<file path="src/design/asat_pkg.sv">
// Shared constants, codes and types for the AP station auth/assoc table.
// No dependencies; every other file of the block imports this package.
`timescale 1ns / 1ps

package asat_pkg;

    // Table geometry
    localparam int STATIONS = 32;
    localparam int IDX_W    = (STATIONS > 1) ? $clog2(STATIONS) : 1;

    // Field widths
    localparam int REQ_W    = 3;
    localparam int ADDR_W   = 48;
    localparam int SEQ_W    = 16;
    localparam int KIND_W   = 3;
    localparam int NOTIFY_W = 2;
    localparam int ST_W     = 2;

    // Configuration port
    localparam int APB_AW = 3;
    localparam int APB_DW = 32;
    localparam logic REG_FOUR_STEP_AUTH = 1'b0;   // word index of the only register

    // Request types
    localparam logic [REQ_W-1:0] REQ_AUTH     = 3'd0;
    localparam logic [REQ_W-1:0] REQ_DEAUTH   = 3'd1;
    localparam logic [REQ_W-1:0] REQ_ASSOC    = 3'd2;
    localparam logic [REQ_W-1:0] REQ_REASSOC  = 3'd3;
    localparam logic [REQ_W-1:0] REQ_DISASSOC = 3'd4;

    // Response frame kinds
    localparam logic [KIND_W-1:0] FRAME_NONE       = 3'd0;
    localparam logic [KIND_W-1:0] FRAME_AUTH_OK    = 3'd1;
    localparam logic [KIND_W-1:0] FRAME_AUTH_FINAL = 3'd2;
    localparam logic [KIND_W-1:0] FRAME_AUTH_OOS   = 3'd3;
    localparam logic [KIND_W-1:0] FRAME_NOT_AUTH   = 3'd4;
    localparam logic [KIND_W-1:0] FRAME_ASSOC_OK   = 3'd5;
    localparam logic [KIND_W-1:0] FRAME_REASSOC_OK = 3'd6;

    // Notifications
    localparam logic [NOTIFY_W-1:0] NOTIFY_NONE  = 2'd0;
    localparam logic [NOTIFY_W-1:0] NOTIFY_ASSOC = 2'd1;
    localparam logic [NOTIFY_W-1:0] NOTIFY_LOST  = 2'd2;

    // Station status
    localparam logic [ST_W-1:0] ST_NOT_AUTH = 2'd0;
    localparam logic [ST_W-1:0] ST_AUTH     = 2'd1;
    localparam logic [ST_W-1:0] ST_ASSOC    = 2'd2;

    // Auth exchange lengths, one bit wider than the sequence to catch wrap
    localparam logic [SEQ_W:0] AUTH_STEPS_FOUR = 17'd4;
    localparam logic [SEQ_W:0] AUTH_STEPS_TWO  = 17'd2;
    localparam logic [SEQ_W-1:0] SEQ_FIRST     = 16'd1;
    localparam logic [SEQ_W-1:0] SEQ_STRIDE    = 16'd2;

    // One station table entry
    typedef struct packed {
        logic [ADDR_W-1:0] addr;
        logic [ST_W-1:0]   status;
        logic [SEQ_W-1:0]  exp_seq;
    } t_entry;

    // Controller to datapath commands
    typedef struct packed {
        logic start;    // capture a request, restart the scan
        logic scan;     // read one table entry and advance
        logic decide;   // compute the response and update the table
        logic load;     // move the response into the output register
    } t_dp_cmd;

    // Datapath to controller status
    typedef struct packed {
        logic scan_last;   // current read is the last table entry
        logic out_free;    // output register can take a response
    } t_dp_stat;

endpackage

</file>
<file path="src/design/asat_if.sv">
// Request and response channel interfaces of the AP station auth/assoc table.
// Depends on asat_pkg for field widths.
`timescale 1ns / 1ps

interface asat_req_if import asat_pkg::*; ();
    logic              valid;
    logic              ready;
    logic [REQ_W-1:0]  req_type;
    logic [ADDR_W-1:0] sta_addr;
    logic [SEQ_W-1:0]  auth_seq;

    modport source (output valid, output req_type, output sta_addr, output auth_seq,
                    input ready);
    modport sink   (input valid, input req_type, input sta_addr, input auth_seq,
                    output ready);
endinterface

interface asat_resp_if import asat_pkg::*; ();
    logic                valid;
    logic                ready;
    logic [KIND_W-1:0]   frame_kind;
    logic [SEQ_W-1:0]    resp_seq;
    logic [ADDR_W-1:0]   dest_addr;
    logic [NOTIFY_W-1:0] notify;
    logic                table_full;

    modport source (output valid, output frame_kind, output resp_seq, output dest_addr,
                    output notify, output table_full, input ready);
    modport sink   (input valid, input frame_kind, input resp_seq, input dest_addr,
                    input notify, input table_full, output ready);
endinterface

</file>
<file path="src/design/asat_ctrl.sv">
// Controller of the station table: sequences capture, table scan, decision and
// response hand-off. Depends on asat_pkg for the command and status structs.
`timescale 1ns / 1ps

module asat_ctrl import asat_pkg::*; (
    input  logic     i_clk,
    input  logic     i_rst_n,
    input  logic     i_in_valid,
    output logic     o_in_ready,
    input  t_dp_stat i_stat,
    output t_dp_cmd  o_cmd
);

    typedef enum logic [4:0] {
        S_IDLE   = 5'b00001,
        S_SCAN   = 5'b00010,
        S_DRAIN  = 5'b00100,
        S_DECIDE = 5'b01000,
        S_OUT    = 5'b10000
    } t_state;

    t_state r_state;
    t_state n_state;

    // Next state and commands
    always_comb begin
        n_state      = r_state;
        o_cmd        = '0;
        o_in_ready   = 1'b0;
        unique case (r_state)
            S_IDLE: begin
                o_in_ready  = 1'b1;
                o_cmd.start = i_in_valid;
                if (i_in_valid) begin
                    n_state = S_SCAN;
                end
            end
            S_SCAN: begin
                o_cmd.scan = 1'b1;
                if (i_stat.scan_last) begin
                    n_state = S_DRAIN;
                end
            end
            S_DRAIN: begin
                n_state = S_DECIDE;
            end
            S_DECIDE: begin
                o_cmd.decide = 1'b1;
                n_state      = S_OUT;
            end
            S_OUT: begin
                if (i_stat.out_free) begin
                    o_cmd.load = 1'b1;
                    n_state    = S_IDLE;
                end
            end
            default: begin
                n_state = S_IDLE;
            end
        endcase
    end

    // State register
    always_ff @(posedge i_clk) begin
        if (!i_rst_n) begin
            r_state <= S_IDLE;
        end else begin
            r_state <= n_state;
        end
    end

endmodule

</file>
<file path="src/design/asat_dp.sv">
// Datapath of the station table: request capture, station memory with valid
// bits, sequential address search, response decision and output register.
// Depends on asat_pkg for widths, codes and the command and status structs.
`timescale 1ns / 1ps

module asat_dp import asat_pkg::*; (
    input  logic                i_clk,
    input  logic                i_rst_n,
    input  t_dp_cmd             i_cmd,
    output t_dp_stat            o_stat,
    input  logic                i_four_step,
    input  logic [REQ_W-1:0]    i_req_type,
    input  logic [ADDR_W-1:0]   i_sta_addr,
    input  logic [SEQ_W-1:0]    i_auth_seq,
    output logic                o_out_valid,
    input  logic                i_out_ready,
    output logic [KIND_W-1:0]   o_frame_kind,
    output logic [SEQ_W-1:0]    o_resp_seq,
    output logic [ADDR_W-1:0]   o_dest_addr,
    output logic [NOTIFY_W-1:0] o_notify,
    output logic                o_table_full
);

    localparam logic [IDX_W-1:0] LAST_IDX = IDX_W'(STATIONS - 1);

    // Captured request
    logic [REQ_W-1:0]  r_req_type;
    logic [ADDR_W-1:0] r_sta_addr;
    logic [SEQ_W-1:0]  r_auth_seq;

    // Station table
    t_entry             r_mem [STATIONS];
    logic [STATIONS-1:0] r_valid;

    // Scan pipeline
    logic [IDX_W-1:0] r_idx;
    t_entry           r_rd_entry;
    logic [IDX_W-1:0] r_rd_idx;
    logic             r_rd_live;

    // Search results
    logic             r_found;
    logic [IDX_W-1:0] r_hit_idx;
    logic [ST_W-1:0]  r_hit_status;
    logic [SEQ_W-1:0] r_hit_seq;
    logic             r_free_found;
    logic [IDX_W-1:0] r_free_idx;

    // Decided response
    logic [KIND_W-1:0]   r_res_kind;
    logic [SEQ_W-1:0]    r_res_seq;
    logic [NOTIFY_W-1:0] r_res_notify;
    logic                r_res_full;

    // Output register
    logic                r_out_valid;
    logic [KIND_W-1:0]   r_out_kind;
    logic [SEQ_W-1:0]    r_out_seq;
    logic [ADDR_W-1:0]   r_out_addr;
    logic [NOTIFY_W-1:0] r_out_notify;
    logic                r_out_full;

    logic                hit_now;
    logic                free_now;
    logic [KIND_W-1:0]   n_kind;
    logic [SEQ_W-1:0]    n_rseq;
    logic [NOTIFY_W-1:0] n_notify;
    logic                n_full;
    logic                wr_en;
    logic [IDX_W-1:0]    wr_idx;
    t_entry              wr_entry;
    logic [ST_W-1:0]     st0;
    logic [SEQ_W-1:0]    ex0;
    logic [SEQ_W:0]      seq_inc;
    logic                is_last;
    logic                do_write;

    assign o_stat.scan_last = (r_idx == LAST_IDX);
    assign o_stat.out_free  = !r_out_valid || i_out_ready;

    // Capture the request
    always_ff @(posedge i_clk) begin
        if (i_cmd.start) begin
            r_req_type <= i_req_type;
            r_sta_addr <= i_sta_addr;
            r_auth_seq <= i_auth_seq;
        end
    end

    // Station memory: one write port, one registered read port
    always_ff @(posedge i_clk) begin
        if (wr_en) begin
            r_mem[wr_idx] <= wr_entry;
        end
        if (i_cmd.scan) begin
            r_rd_entry <= r_mem[r_idx];
        end
    end

    // Valid bits, cleared at reset
    always_ff @(posedge i_clk) begin
        if (!i_rst_n) begin
            r_valid <= '0;
        end else if (wr_en) begin
            r_valid[wr_idx] <= 1'b1;
        end
    end

    // Compare the entry read last cycle; note the first free slot on issue
    assign hit_now  = r_rd_live && r_valid[r_rd_idx] && (r_rd_entry.addr == r_sta_addr);
    assign free_now = i_cmd.scan && !r_valid[r_idx];

    // Advance the scan and collect hit and free slot
    always_ff @(posedge i_clk) begin
        if (!i_rst_n) begin
            r_idx        <= '0;
            r_rd_live    <= 1'b0;
            r_found      <= 1'b0;
            r_free_found <= 1'b0;
        end else if (i_cmd.start) begin
            r_idx        <= '0;
            r_rd_live    <= 1'b0;
            r_found      <= 1'b0;
            r_free_found <= 1'b0;
        end else begin
            r_rd_live <= i_cmd.scan;
            if (i_cmd.scan && !o_stat.scan_last) begin
                r_idx <= r_idx + 1'b1;
            end
            if (hit_now && !r_found) begin
                r_found <= 1'b1;
            end
            if (free_now && !r_free_found) begin
                r_free_found <= 1'b1;
            end
        end
    end

    // Hold the payload of the hit and free slot
    always_ff @(posedge i_clk) begin
        if (i_cmd.scan) begin
            r_rd_idx <= r_idx;
        end
        if (hit_now && !r_found) begin
            r_hit_idx    <= r_rd_idx;
            r_hit_status <= r_rd_entry.status;
            r_hit_seq    <= r_rd_entry.exp_seq;
        end
        if (free_now && !r_free_found) begin
            r_free_idx <= r_idx;
        end
    end

    // Decide the response and the table update
    always_comb begin
        n_kind   = FRAME_NONE;
        n_rseq   = '0;
        n_notify = NOTIFY_NONE;
        n_full   = 1'b0;
        do_write = 1'b0;
        st0      = r_found ? r_hit_status : ST_NOT_AUTH;
        ex0      = r_found ? r_hit_seq : SEQ_FIRST;
        seq_inc  = {1'b0, r_auth_seq} + 1'b1;
        is_last  = 1'b0;
        case (r_req_type)
            REQ_AUTH: begin
                if (!r_found && !r_free_found) begin
                    n_full = 1'b1;
                end else begin
                    do_write = 1'b1;
                    // sequence one restarts the exchange
                    if (r_auth_seq == SEQ_FIRST) begin
                        if (st0 == ST_ASSOC) begin
                            n_notify = NOTIFY_LOST;
                        end
                        st0 = ST_NOT_AUTH;
                        ex0 = SEQ_FIRST;
                    end
                    if (r_auth_seq != ex0) begin
                        n_kind = FRAME_AUTH_OOS;
                        ex0    = SEQ_FIRST;
                    end else begin
                        is_last = (seq_inc == (i_four_step ? AUTH_STEPS_FOUR
                                                           : AUTH_STEPS_TWO));
                        n_kind  = is_last ? FRAME_AUTH_FINAL : FRAME_AUTH_OK;
                        n_rseq  = seq_inc[SEQ_W-1:0];
                        if (is_last) begin
                            if (st0 == ST_ASSOC) begin
                                n_notify = NOTIFY_LOST;
                            end
                            st0 = ST_AUTH;
                        end else begin
                            ex0 = ex0 + SEQ_STRIDE;
                        end
                    end
                end
            end
            REQ_DEAUTH, REQ_DISASSOC: begin
                if (r_found) begin
                    do_write = 1'b1;
                    if (st0 == ST_ASSOC) begin
                        n_notify = NOTIFY_LOST;
                    end
                    if (r_req_type == REQ_DEAUTH) begin
                        st0 = ST_NOT_AUTH;
                        ex0 = SEQ_FIRST;
                    end else begin
                        st0 = ST_AUTH;
                    end
                end
            end
            REQ_ASSOC, REQ_REASSOC: begin
                if (!r_found || st0 == ST_NOT_AUTH) begin
                    n_kind = FRAME_NOT_AUTH;
                end else begin
                    do_write = 1'b1;
                    if (r_req_type == REQ_ASSOC && st0 != ST_ASSOC) begin
                        n_notify = NOTIFY_ASSOC;
                    end
                    st0    = ST_ASSOC;
                    n_kind = (r_req_type == REQ_ASSOC) ? FRAME_ASSOC_OK : FRAME_REASSOC_OK;
                end
            end
            default: begin
                // unknown request: no effect
            end
        endcase
        wr_entry.addr    = r_sta_addr;
        wr_entry.status  = st0;
        wr_entry.exp_seq = ex0;
    end

    assign wr_en  = i_cmd.decide && do_write;
    assign wr_idx = r_found ? r_hit_idx : r_free_idx;

    // Hold the decided response
    always_ff @(posedge i_clk) begin
        if (i_cmd.decide) begin
            r_res_kind   <= n_kind;
            r_res_seq    <= n_rseq;
            r_res_notify <= n_notify;
            r_res_full   <= n_full;
        end
    end

    // Output register
    always_ff @(posedge i_clk) begin
        if (!i_rst_n) begin
            r_out_valid <= 1'b0;
        end else if (i_cmd.load) begin
            r_out_valid <= 1'b1;
        end else if (i_out_ready) begin
            r_out_valid <= 1'b0;
        end
    end

    always_ff @(posedge i_clk) begin
        if (i_cmd.load) begin
            r_out_kind   <= r_res_kind;
            r_out_seq    <= r_res_seq;
            r_out_addr   <= (r_res_kind != FRAME_NONE) ? r_sta_addr : '0;
            r_out_notify <= r_res_notify;
            r_out_full   <= r_res_full;
        end
    end

    assign o_out_valid  = r_out_valid;
    assign o_frame_kind = r_out_kind;
    assign o_resp_seq   = r_out_seq;
    assign o_dest_addr  = r_out_addr;
    assign o_notify     = r_out_notify;
    assign o_table_full = r_out_full;

endmodule

</file>
<file path="src/design/ap_station_auth_assoc_table.sv">
// Top level of the AP station auth/assoc table: configuration register,
// controller and datapath. Depends on asat_pkg, asat_if, asat_ctrl, asat_dp.
`timescale 1ns / 1ps

// One request is taken at a time. After acceptance the block scans its station
// memory one entry per cycle to find the sender address and the lowest free
// slot, then decides the response and updates the entry. The response reaches
// the output register through these steps in order: the scan of every entry,
// a compare of the last entry read, the decision with the table write, and the
// load of the output register. The next request is accepted in the cycle after
// the response is loaded, even while that response still waits to be taken; a
// response that is not taken stalls the following request only at its
// hand-off. No clearing pass is needed after reset: per-entry valid bits are
// cleared at once. The register four_step_auth sits at byte address 0; the user
// must write it only while the block is idle: the block does not enforce this.

module ap_station_auth_assoc_table import asat_pkg::*; (
    input  logic               i_clk,
    input  logic               i_rst_n,
    asat_req_if.sink           i_req,
    asat_resp_if.source        o_resp,
    input  logic               psel,
    input  logic               penable,
    input  logic               pwrite,
    input  logic [APB_AW-1:0]  paddr,
    input  logic [APB_DW-1:0]  pwdata,
    output logic [APB_DW-1:0]  prdata,
    output logic               pready
);

    logic     r_four_step;
    t_dp_cmd  dp_cmd;
    t_dp_stat dp_stat;
    logic     cfg_wr;

    // Configuration register
    assign pready = 1'b1;
    assign cfg_wr = psel && penable && pwrite && pready
                    && (paddr[APB_AW-1] == REG_FOUR_STEP_AUTH);

    always_ff @(posedge i_clk) begin
        if (!i_rst_n) begin
            r_four_step <= 1'b1;
        end else if (cfg_wr) begin
            r_four_step <= pwdata[0];
        end
    end

    // Register read back
    always_comb begin
        prdata = '0;
        unique case (paddr[APB_AW-1])
            REG_FOUR_STEP_AUTH: prdata = {{(APB_DW-1){1'b0}}, r_four_step};
            default:            prdata = '0;
        endcase
    end

    asat_ctrl u_ctrl (
        .i_clk      (i_clk),
        .i_rst_n    (i_rst_n),
        .i_in_valid (i_req.valid),
        .o_in_ready (i_req.ready),
        .i_stat     (dp_stat),
        .o_cmd      (dp_cmd)
    );

    asat_dp u_dp (
        .i_clk        (i_clk),
        .i_rst_n      (i_rst_n),
        .i_cmd        (dp_cmd),
        .o_stat       (dp_stat),
        .i_four_step  (r_four_step),
        .i_req_type   (i_req.req_type),
        .i_sta_addr   (i_req.sta_addr),
        .i_auth_seq   (i_req.auth_seq),
        .o_out_valid  (o_resp.valid),
        .i_out_ready  (o_resp.ready),
        .o_frame_kind (o_resp.frame_kind),
        .o_resp_seq   (o_resp.resp_seq),
        .o_dest_addr  (o_resp.dest_addr),
        .o_notify     (o_resp.notify),
        .o_table_full (o_resp.table_full)
    );

endmodule

</file>
<file path="src/flat_wrapper.sv">
// flat-port wrapper written by rule: the top's interface ports become plain ports
module ap_station_auth_assoc_table_flat import asat_pkg::*;
  (i_clk, i_rst_n, psel, penable, pwrite, paddr, pwdata, prdata, pready, i_req_valid, i_req_req_type, i_req_sta_addr, i_req_auth_seq, i_req_ready, o_resp_valid, o_resp_frame_kind, o_resp_resp_seq, o_resp_dest_addr, o_resp_notify, o_resp_table_full, o_resp_ready);
  asat_req_if i_req_i ();
  asat_resp_if o_resp_i ();
  input  logic i_clk;
  input  logic i_rst_n;
  input  logic psel;
  input  logic penable;
  input  logic pwrite;
  input  logic [APB_AW-1:0] paddr;
  input  logic [APB_DW-1:0] pwdata;
  output logic [APB_DW-1:0] prdata;
  output logic pready;
  input wire logic [$bits(i_req_i.valid)-1:0] i_req_valid;
  input wire logic [$bits(i_req_i.req_type)-1:0] i_req_req_type;
  input wire logic [$bits(i_req_i.sta_addr)-1:0] i_req_sta_addr;
  input wire logic [$bits(i_req_i.auth_seq)-1:0] i_req_auth_seq;
  output wire logic [$bits(i_req_i.ready)-1:0] i_req_ready;
  output wire logic [$bits(o_resp_i.valid)-1:0] o_resp_valid;
  output wire logic [$bits(o_resp_i.frame_kind)-1:0] o_resp_frame_kind;
  output wire logic [$bits(o_resp_i.resp_seq)-1:0] o_resp_resp_seq;
  output wire logic [$bits(o_resp_i.dest_addr)-1:0] o_resp_dest_addr;
  output wire logic [$bits(o_resp_i.notify)-1:0] o_resp_notify;
  output wire logic [$bits(o_resp_i.table_full)-1:0] o_resp_table_full;
  input wire logic [$bits(o_resp_i.ready)-1:0] o_resp_ready;
  assign i_req_i.valid = i_req_valid;
  assign i_req_i.req_type = i_req_req_type;
  assign i_req_i.sta_addr = i_req_sta_addr;
  assign i_req_i.auth_seq = i_req_auth_seq;
  assign i_req_ready = i_req_i.ready;
  assign o_resp_valid = o_resp_i.valid;
  assign o_resp_frame_kind = o_resp_i.frame_kind;
  assign o_resp_resp_seq = o_resp_i.resp_seq;
  assign o_resp_dest_addr = o_resp_i.dest_addr;
  assign o_resp_notify = o_resp_i.notify;
  assign o_resp_table_full = o_resp_i.table_full;
  assign o_resp_i.ready = o_resp_ready;
  ap_station_auth_assoc_table u_core (.i_clk(i_clk), .i_rst_n(i_rst_n), .i_req(i_req_i), .o_resp(o_resp_i), .psel(psel), .penable(penable), .pwrite(pwrite), .paddr(paddr), .pwdata(pwdata), .prdata(prdata), .pready(pready));
endmodule
</file>
<file path="config.mk">
export PLATFORM = sky130hd
export DESIGN_NAME = ap_station_auth_assoc_table_flat
export DESIGN_NICKNAME = d
export VERILOG_FILES = /design/src/design/asat_pkg.sv /design/src/design/asat_if.sv /design/src/design/asat_ctrl.sv /design/src/design/asat_dp.sv /design/src/design/ap_station_auth_assoc_table.sv /design/src/flat_wrapper.sv
export SDC_FILE = /design/constraint.sdc
export NUM_CORES = 2
export LEC_CHECK = 0
export BUFFER_PORTS_ARGS = -buffer_cell sky130_fd_sc_hd__buf_4
export CORE_MARGIN = 2
export CORE_UTILIZATION = 45
export DETAILED_ROUTE_END_ITERATION = 7
export PLACE_DENSITY = 0.64
export SYNTH_ARGS = -nofsm -noshare
export SYNTH_HDL_FRONTEND = slang
export SYNTH_SLANG_ARGS = --single-unit
</file>
<file path="constraint.sdc">
create_clock -name i_clk -period 8.8 [get_ports i_clk]
set_input_delay 0.88 -clock i_clk [delete_from_list [all_inputs] [get_ports i_clk]]
set_output_delay 0.88 -clock i_clk [all_outputs]
set_load 0.05 [all_outputs]
</file>
[Word-level counts from Yosys, hierarchy flattened]
Memory sizes are Yosys's and may differ from the RTL's. A register that Yosys moved wholly into a read port is not among the register bits.
Cells that the tools add are included.
Storage, ports and cells
  flip-flop bits (word level): 239
  RAM bits: 2112
  output and inout bits: 105
  logic and storage cells: 151
  memories kept: 1
Cells by class
  $add $sub $neg: 3
  $lt $le $gt $ge: 4
  eq/ne operators: 20
  mux-type cells: 65
  bitwise gates (word level): 4
  reduce and logical (&&, ||, !) cells: 29
Memories
  u_core.u_dp.r_mem: words 32, width 66, rd ports 1, clocked after Yosys merged registers in 1, write ports 1, line asat_dp.sv:32  | t_entry r_mem [STATIONS];
Operator list (count)
  16-bit two-way mux: 9
  48-bit equality test: 1
  2-bit two-way mux: 21
  32-bit OR: 1
  16-bit case mux with 2 select lines: 1
  5-bit case mux with 5 select lines: 1
  1-bit two-way mux: 21
  5-bit two-way mux: 4
  5-bit by 6-bit less-than comparator with 1-bit output, second input constant: 3
  16-bit by 1-bit adder with 17-bit output, second input constant: 1
  17-bit by 3-bit equality test with 1-bit output: 1
  16-bit by 2-bit adder with 16-bit output, second input constant: 1
  16-bit by 1-bit equality test with 1-bit output, second input constant: 1
  16-bit inequality test: 1
  1-bit logical AND: 13
  2-bit case mux with 3 select lines: 2
  1-bit binary-select mux with 5-bit select: 2
  5-bit equality test, second input constant: 2
  3-bit by 2-bit equality test with 1-bit output, second input constant: 2
  2-bit inequality test, second input constant: 3
  3-bit case mux with 2 select lines: 1
  2-bit OR reduction: 3
  5-bit by 1-bit adder with 5-bit output, second input constant: 1
  1-bit demux with 5-bit select: 1
  other kinds (20): 28

[Longest topological paths before layout]
  word-level depth: 10
  gate-level depth with buffers: 13
  gate-level depth less buffers: 10

[Modules after synthesis]
Synthesis repeated with hierarchy kept, for this count alone.
Unflattened totals
  cells, all modules: 3975
  area total of the unflattened synthesis: 92974.2 µm²
Modules (own cells, without submodules)
  asat_dp: instances 1, cells each 3897, area each 92332.3 µm², sequential area each 71989.0 µm²
  asat_ctrl: instances 1, cells each 38, area each 321.6 µm², sequential area each 100.1 µm²
  ap_station_auth_assoc_table: instances 1, cells each 40, area each 320.3 µm², sequential area each 20.0 µm²

[Least setup slack after synthesis]
No wires, ideal clock.
  path kind: register to register
  start: register u_core.u_ctrl.r_state[1]
  end: memory u_core.u_dp.r_mem[26][0] (netlist name) (enable)
  setup time: 0.492 ns
  arrival: 5.589 ns
  setup slack: 2.719 ns
  stages on the path, launching flop included: 7
  cell sequence: dfxtp_1 nor2_1 nand2_1 nor3_1 and3_1 nand2_1 nor2_1
Between the ends
  word-level cells in the longest chain between the ends: 5
Ends and longest elaborated chain
  start, declared: line asat_ctrl.sv:22  | t_state r_state;
  start signal, assigned: line asat_ctrl.sv:68  | r_state <= n_state;
  5-bit by 4-bit equality test with 1-bit output: line asat_ctrl.sv:30  | unique case (r_state)
  1-bit two-way mux: line asat_ctrl.sv:30
  1-bit logical AND: line asat_dp.sv:233  | assign wr_en = i_cmd.decide && do_write;
  1-bit two-way mux: line asat_dp.sv:92  | if (wr_en) begin
  1-bit two-way mux (implied by the code): line asat_dp.sv:93  | r_mem[wr_idx] <= wr_entry;
  end, declared: line asat_dp.sv:32
No other way between the ends.

[Worst setup path after layout]
  start: register u_core.u_dp.r_auth_seq[1]
  end: memory u_core.u_dp.r_mem[13][7] (netlist name) (data pin)
Between the ends
  word-level cells in the longest chain between the ends: 9
  elaborated cells between the ends (all ways): 12
Ends and longest elaborated chain
  start, declared: line asat_dp.sv:29  | logic [SEQ_W-1:0] r_auth_seq;
  start signal, assigned: line asat_dp.sv:86  | r_auth_seq <= i_auth_seq;
  16-bit by 1-bit equality test with 1-bit output: line asat_dp.sv:172  | if (r_auth_seq == SEQ_FIRST) begin
  16-bit two-way mux: line asat_dp.sv:172
  16-bit two-way mux: line asat_dp.sv:167  | if (!r_found && !r_free_found) begin
  16-bit two-way mux: line asat_dp.sv:165  | case (r_req_type)
  16-bit by 2-bit adder with 16-bit output: line asat_dp.sv:193  | ex0 = ex0 + SEQ_STRIDE;
  16-bit two-way mux: line asat_dp.sv:187  | if (is_last) begin
  16-bit two-way mux (*): line asat_dp.sv:179  | if (r_auth_seq != ex0) begin
  16-bit two-way mux (*): line asat_dp.sv:167
  16-bit case mux with 2 select lines (*): line asat_dp.sv:165
  named net u_core.u_dp.ex0[7]: line asat_dp.sv:73  | logic [SEQ_W-1:0] ex0;
The timed path passes the listed nets; every way through them passes the cells marked *. The select of a mux whose other input is x is not followed.

==> results.json <==
{
  "relSlewSlack": 0.1348,
  "cts_buffers": 239,
  "nets": 4373,
  "cts_buffer_depth": 3,
  "core_area_um2": 204600,
  "synthToLayoutAreaGrowth_pct": 13.85,
  "firstDrtPassIters": 7,
  "period_minus_slack_ps": 4769,
  "fmax_ghz": 0.2097,
  "critPathSlowestCell": "nand3_1",
  "synth_top_area_share": 0.7682,
  "synth_edf_count": 2370,
  "finClkSkew_ps": 57.88,
  "clkLatencyLatePin_ps": 890,
  "num_io_pins": 214,
  "drc_errors": 0,
  "grtUsageTotal": 0.2108,
  "end_kind": "flop",
  "synth_flop_cell": "edfxtp_1",
  "floorplan.die_area_um2": 209500,
  "cts_resized": 0,
  "powerDensity_nw_per_um2": 223.5,
  "cts_setup_buffers": 0,
  "rows": 166,
  "wl_um": 221300,
  "drtIter0Drc": 5207,
  "critPathTopFamily": "simple AND/OR/NAND/NOR gates",
  "synthTopCellsByArea": "edfxtp_1 (77%), mux4_2 (17%), dfxtp_1 (1.0%)",
  "start_kind": "flop",
  "synthArstFlopShare": 0,
  "die_x_um": 457.7,
  "synth_top_cell_by_area": "edfxtp_1",
  "worst_slack_ps": 4031,
  "hp-class": "in -> reg",
  "hold_viol_final": 0,
  "synthDistinctLibCells": 68,
  "h-tree-depth": 4,
  "setup_tns_ps": 0,
  "ir_worst_vdd_mv": 0.2025,
  "final_area_um2": 105500,
  "vias": 42960,
  "syn-cell-area_um2": 92640,
  "numPortBuffers": 148,
  "total_leakage_power_nw": 31.38,
  "yosys_warnings": 0,
  "crit_type": "reg -> reg",
  "antenna_found_initial": 3,
  "drive_above_1_share": 0.3214,
  "crit_buf_inv": 1,
  "path_clk_slew_ps": 60,
  "cts-root-buf": "clkbuf_16",
  "tritoncts": "yes",
  "crit_arrival_ps": 5270,
  "clock-sinks": 2417,
  "setup_viol": 0,
  "cp_cell_sequence": "inv_1 -> ha_1 -> nor4b_1 -> and4_1 -> o21ai_0 -> a22oi_2 -> nand4_2 -> or2_1 -> a2111o_1 -> nand3_1",
  "yosysSeqAreaShare": 0.7783,
  "ant_nets": 0,
  "initial_core_util": 0.4528,
  "grt_overflow": 0,
  "placedInstanceArea_um2": 97730,
  "grt_pass1_wl_um": 315100,
  "fp.dieH_um": 457.7,
  "drv_cap": 0,
  "critPathMaxStageDelay_ps": 860,
  "rsz0062_at_grt": "no",
  "grt_pass1_vias": 43460,
  "drv_slew": 0,
  "place_ws_ps": 4056,
  "layout_worst_path_cycle_share": 0.5419,
  "hold_buffers": 0,
  "required_ps": 9300,
  "dpl.hpwl_um": 109400,
  "synthesis.instances": 3937,
  "ys_ff_latch": 2417,
  "avgSynthCellArea_um2": 23.53,
  "worstMarginPinSlew_ps": 1298,
  "place.gp.congestion": 0.7704,
  "crit_fanout": 32,
  "wire_per_inst_um": 30.92,
  "grt_max_degree": 141,
  "status": "completed",
  "via_per_inst": 6.002
}
-- where the power goes --
part           total (mW)  internal (mW)  switching [mW]
registers            12.8           12.8          0.0880
logic               0.713          0.259           0.454
clock network        10.0           5.65            4.36
total                23.6           18.7            4.90
-- metrics by stage --
| stage | hold slack [ps] | power [mW] | cells | utilization |
|---|---|---|---|---|
| after floorplan | 400.3 | 13.54 | 3967 | - |
| after global placement | 404.6 | 13.80 | 6707 | 0.4777 |
| after detailed placement | 404.5 | 13.81 | 6707 | 0.4777 |
| after CTS | 81.16 | 23.75 | 7156 | 0.5155 |
| after global routing | 106.7 | 24.24 | 7157 | 0.5156 |
| final | 154.3 | 23.57 | 7157 | 0.5156 |
-- cells by family (layout without fill, tap and decap cells) --
| logic type | count (synthesis) | after routing | share of synthesized area |
|---|---|---|---|
| AO/OA/AOI/OAI | 129 | 129 | 0.009940 |
| XOR/XNOR | 75 | 75 | 0.007090 |
| adder cells (fa/ha/maj) | 4 | 4 | 0.0005402 |
| buffers and inverters | 244 | 745 | 0.01198 |
| flip-flops | 2417 | 2417 | 0.7783 |
| multiplexers | 757 | 757 | 0.1745 |
| other | 2 | 33 | 0.00008106 |
| AND/OR/NAND/NOR | 309 | 309 | 0.01750 |
-- per-layer routing --
layer  part of all wire  GRT usage  vias up
li1                   -          -    17390
met1               0.41     0.2965    23500
met2               0.50     0.3500     1785
met3              0.069    0.03093      284
met4              0.020    0.05099        0
met5                  0          0        -
-- registers in the layout, indices dropped and copies added (netlist names), 32 cells and up --
| signal | cells |
|---|---|
| u_core.u_dp.r_mem | 2112 |
| u_core.u_dp.r_rd_entry | 66 |
| u_core.u_dp.o_dest_addr | 48 |
| u_core.u_dp.r_sta_addr | 48 |
| u_core.u_dp.r_valid | 32 |
-- worst paths after layout --
path / slack, ps / depth (start not counted) / to / startpoint
hold reg to reg: 420 / 0 / u_core.u_dp.o_resp_seq[14] / u_core.u_dp.r_res_seq[14]
setup / recovery: 4030 / 10 / u_core.u_dp.r_mem[13][7] / u_core.u_dp.r_auth_seq[1]
setup reg to reg: 4030 / 10 / u_core.u_dp.r_mem[13][7] / u_core.u_dp.r_auth_seq[1]
hold / removal: 150 / 1 / u_core.u_dp.r_sta_addr[24] / i_req_sta_addr[24]
-- Yosys cell counts (4+ instances only) --
library cell	instances
edfxtp_1	2370
mux4_2	680
clkbuf_1	120
nor2_1	98
mux2_2	66
nor2b_1	52
buf_2	49
dfxtp_1	47
xor2_1	47
nand2_1	40
o21a_1	34
buf_4	33
xnor2_1	28
buf_1	25
nand3_1	22
o21ai_0	21
nand4_1	20
inv_1	15
nor3_1	12
a21oi_1	11
mux2i_1	11
nand3b_1	10
nor4_1	10
and3_1	9
o22ai_1	9
nand2b_1	8
a31oi_1	6
and4_1	6
o21ai_1	5
o32ai_1	5
a22oi_2	4
ha_1	4
o31ai_1	4
-- worst register-to-register path, stage by stage (launching register included) --
cell and delay [ps]:
edfxtp_1 540, inv_1 110, ha_1 170, nor4b_1 320
and4_1 560, o21ai_0 220, a22oi_2 270, nand4_2 260
or2_1 570, a2111o_1 490, nand3_1 860
-- layout by cell type, fill, tap and decap left out, types with 7 or more instances in the layout --
master and n:
edfxtp_1 2370, mux4_2 680, buf_4 267, clkbuf_16 241, mux2_2 66, nor2_1 65, clkinv_1 59, clkbuf_1 54
nor2b_1 51, xor2_1 47, clkinv_2 47, dfxtp_1 42, nand2_1 40, o21a_1 34, nor2_4 32, conb_1 32
xnor2_1 28, nand3_1 22, nand4_1 20, bufinv_16 20, o21ai_0 18, inv_1 14, buf_12 14, nor3_1 10
nand3b_1 10, a21oi_1 10, and3_1 9, o22ai_1 8, nor4_1 8, nand2b_1 8, mux2i_1 8, clkinvlp_4 8
clkinv_16 7
-- area by class of cell --
type	count	area, um2
multi-input combinational	1306	19900
clock inverter	152	1481
timing repair buffer	281	2285
tap	2688	3363
antenna	1	2.502
fill	15570	99110
sequential	2417	72130
inverter	15	58.81
clock buffer	297	6261
No activity file was read; power rests on OpenSTA's default activity.
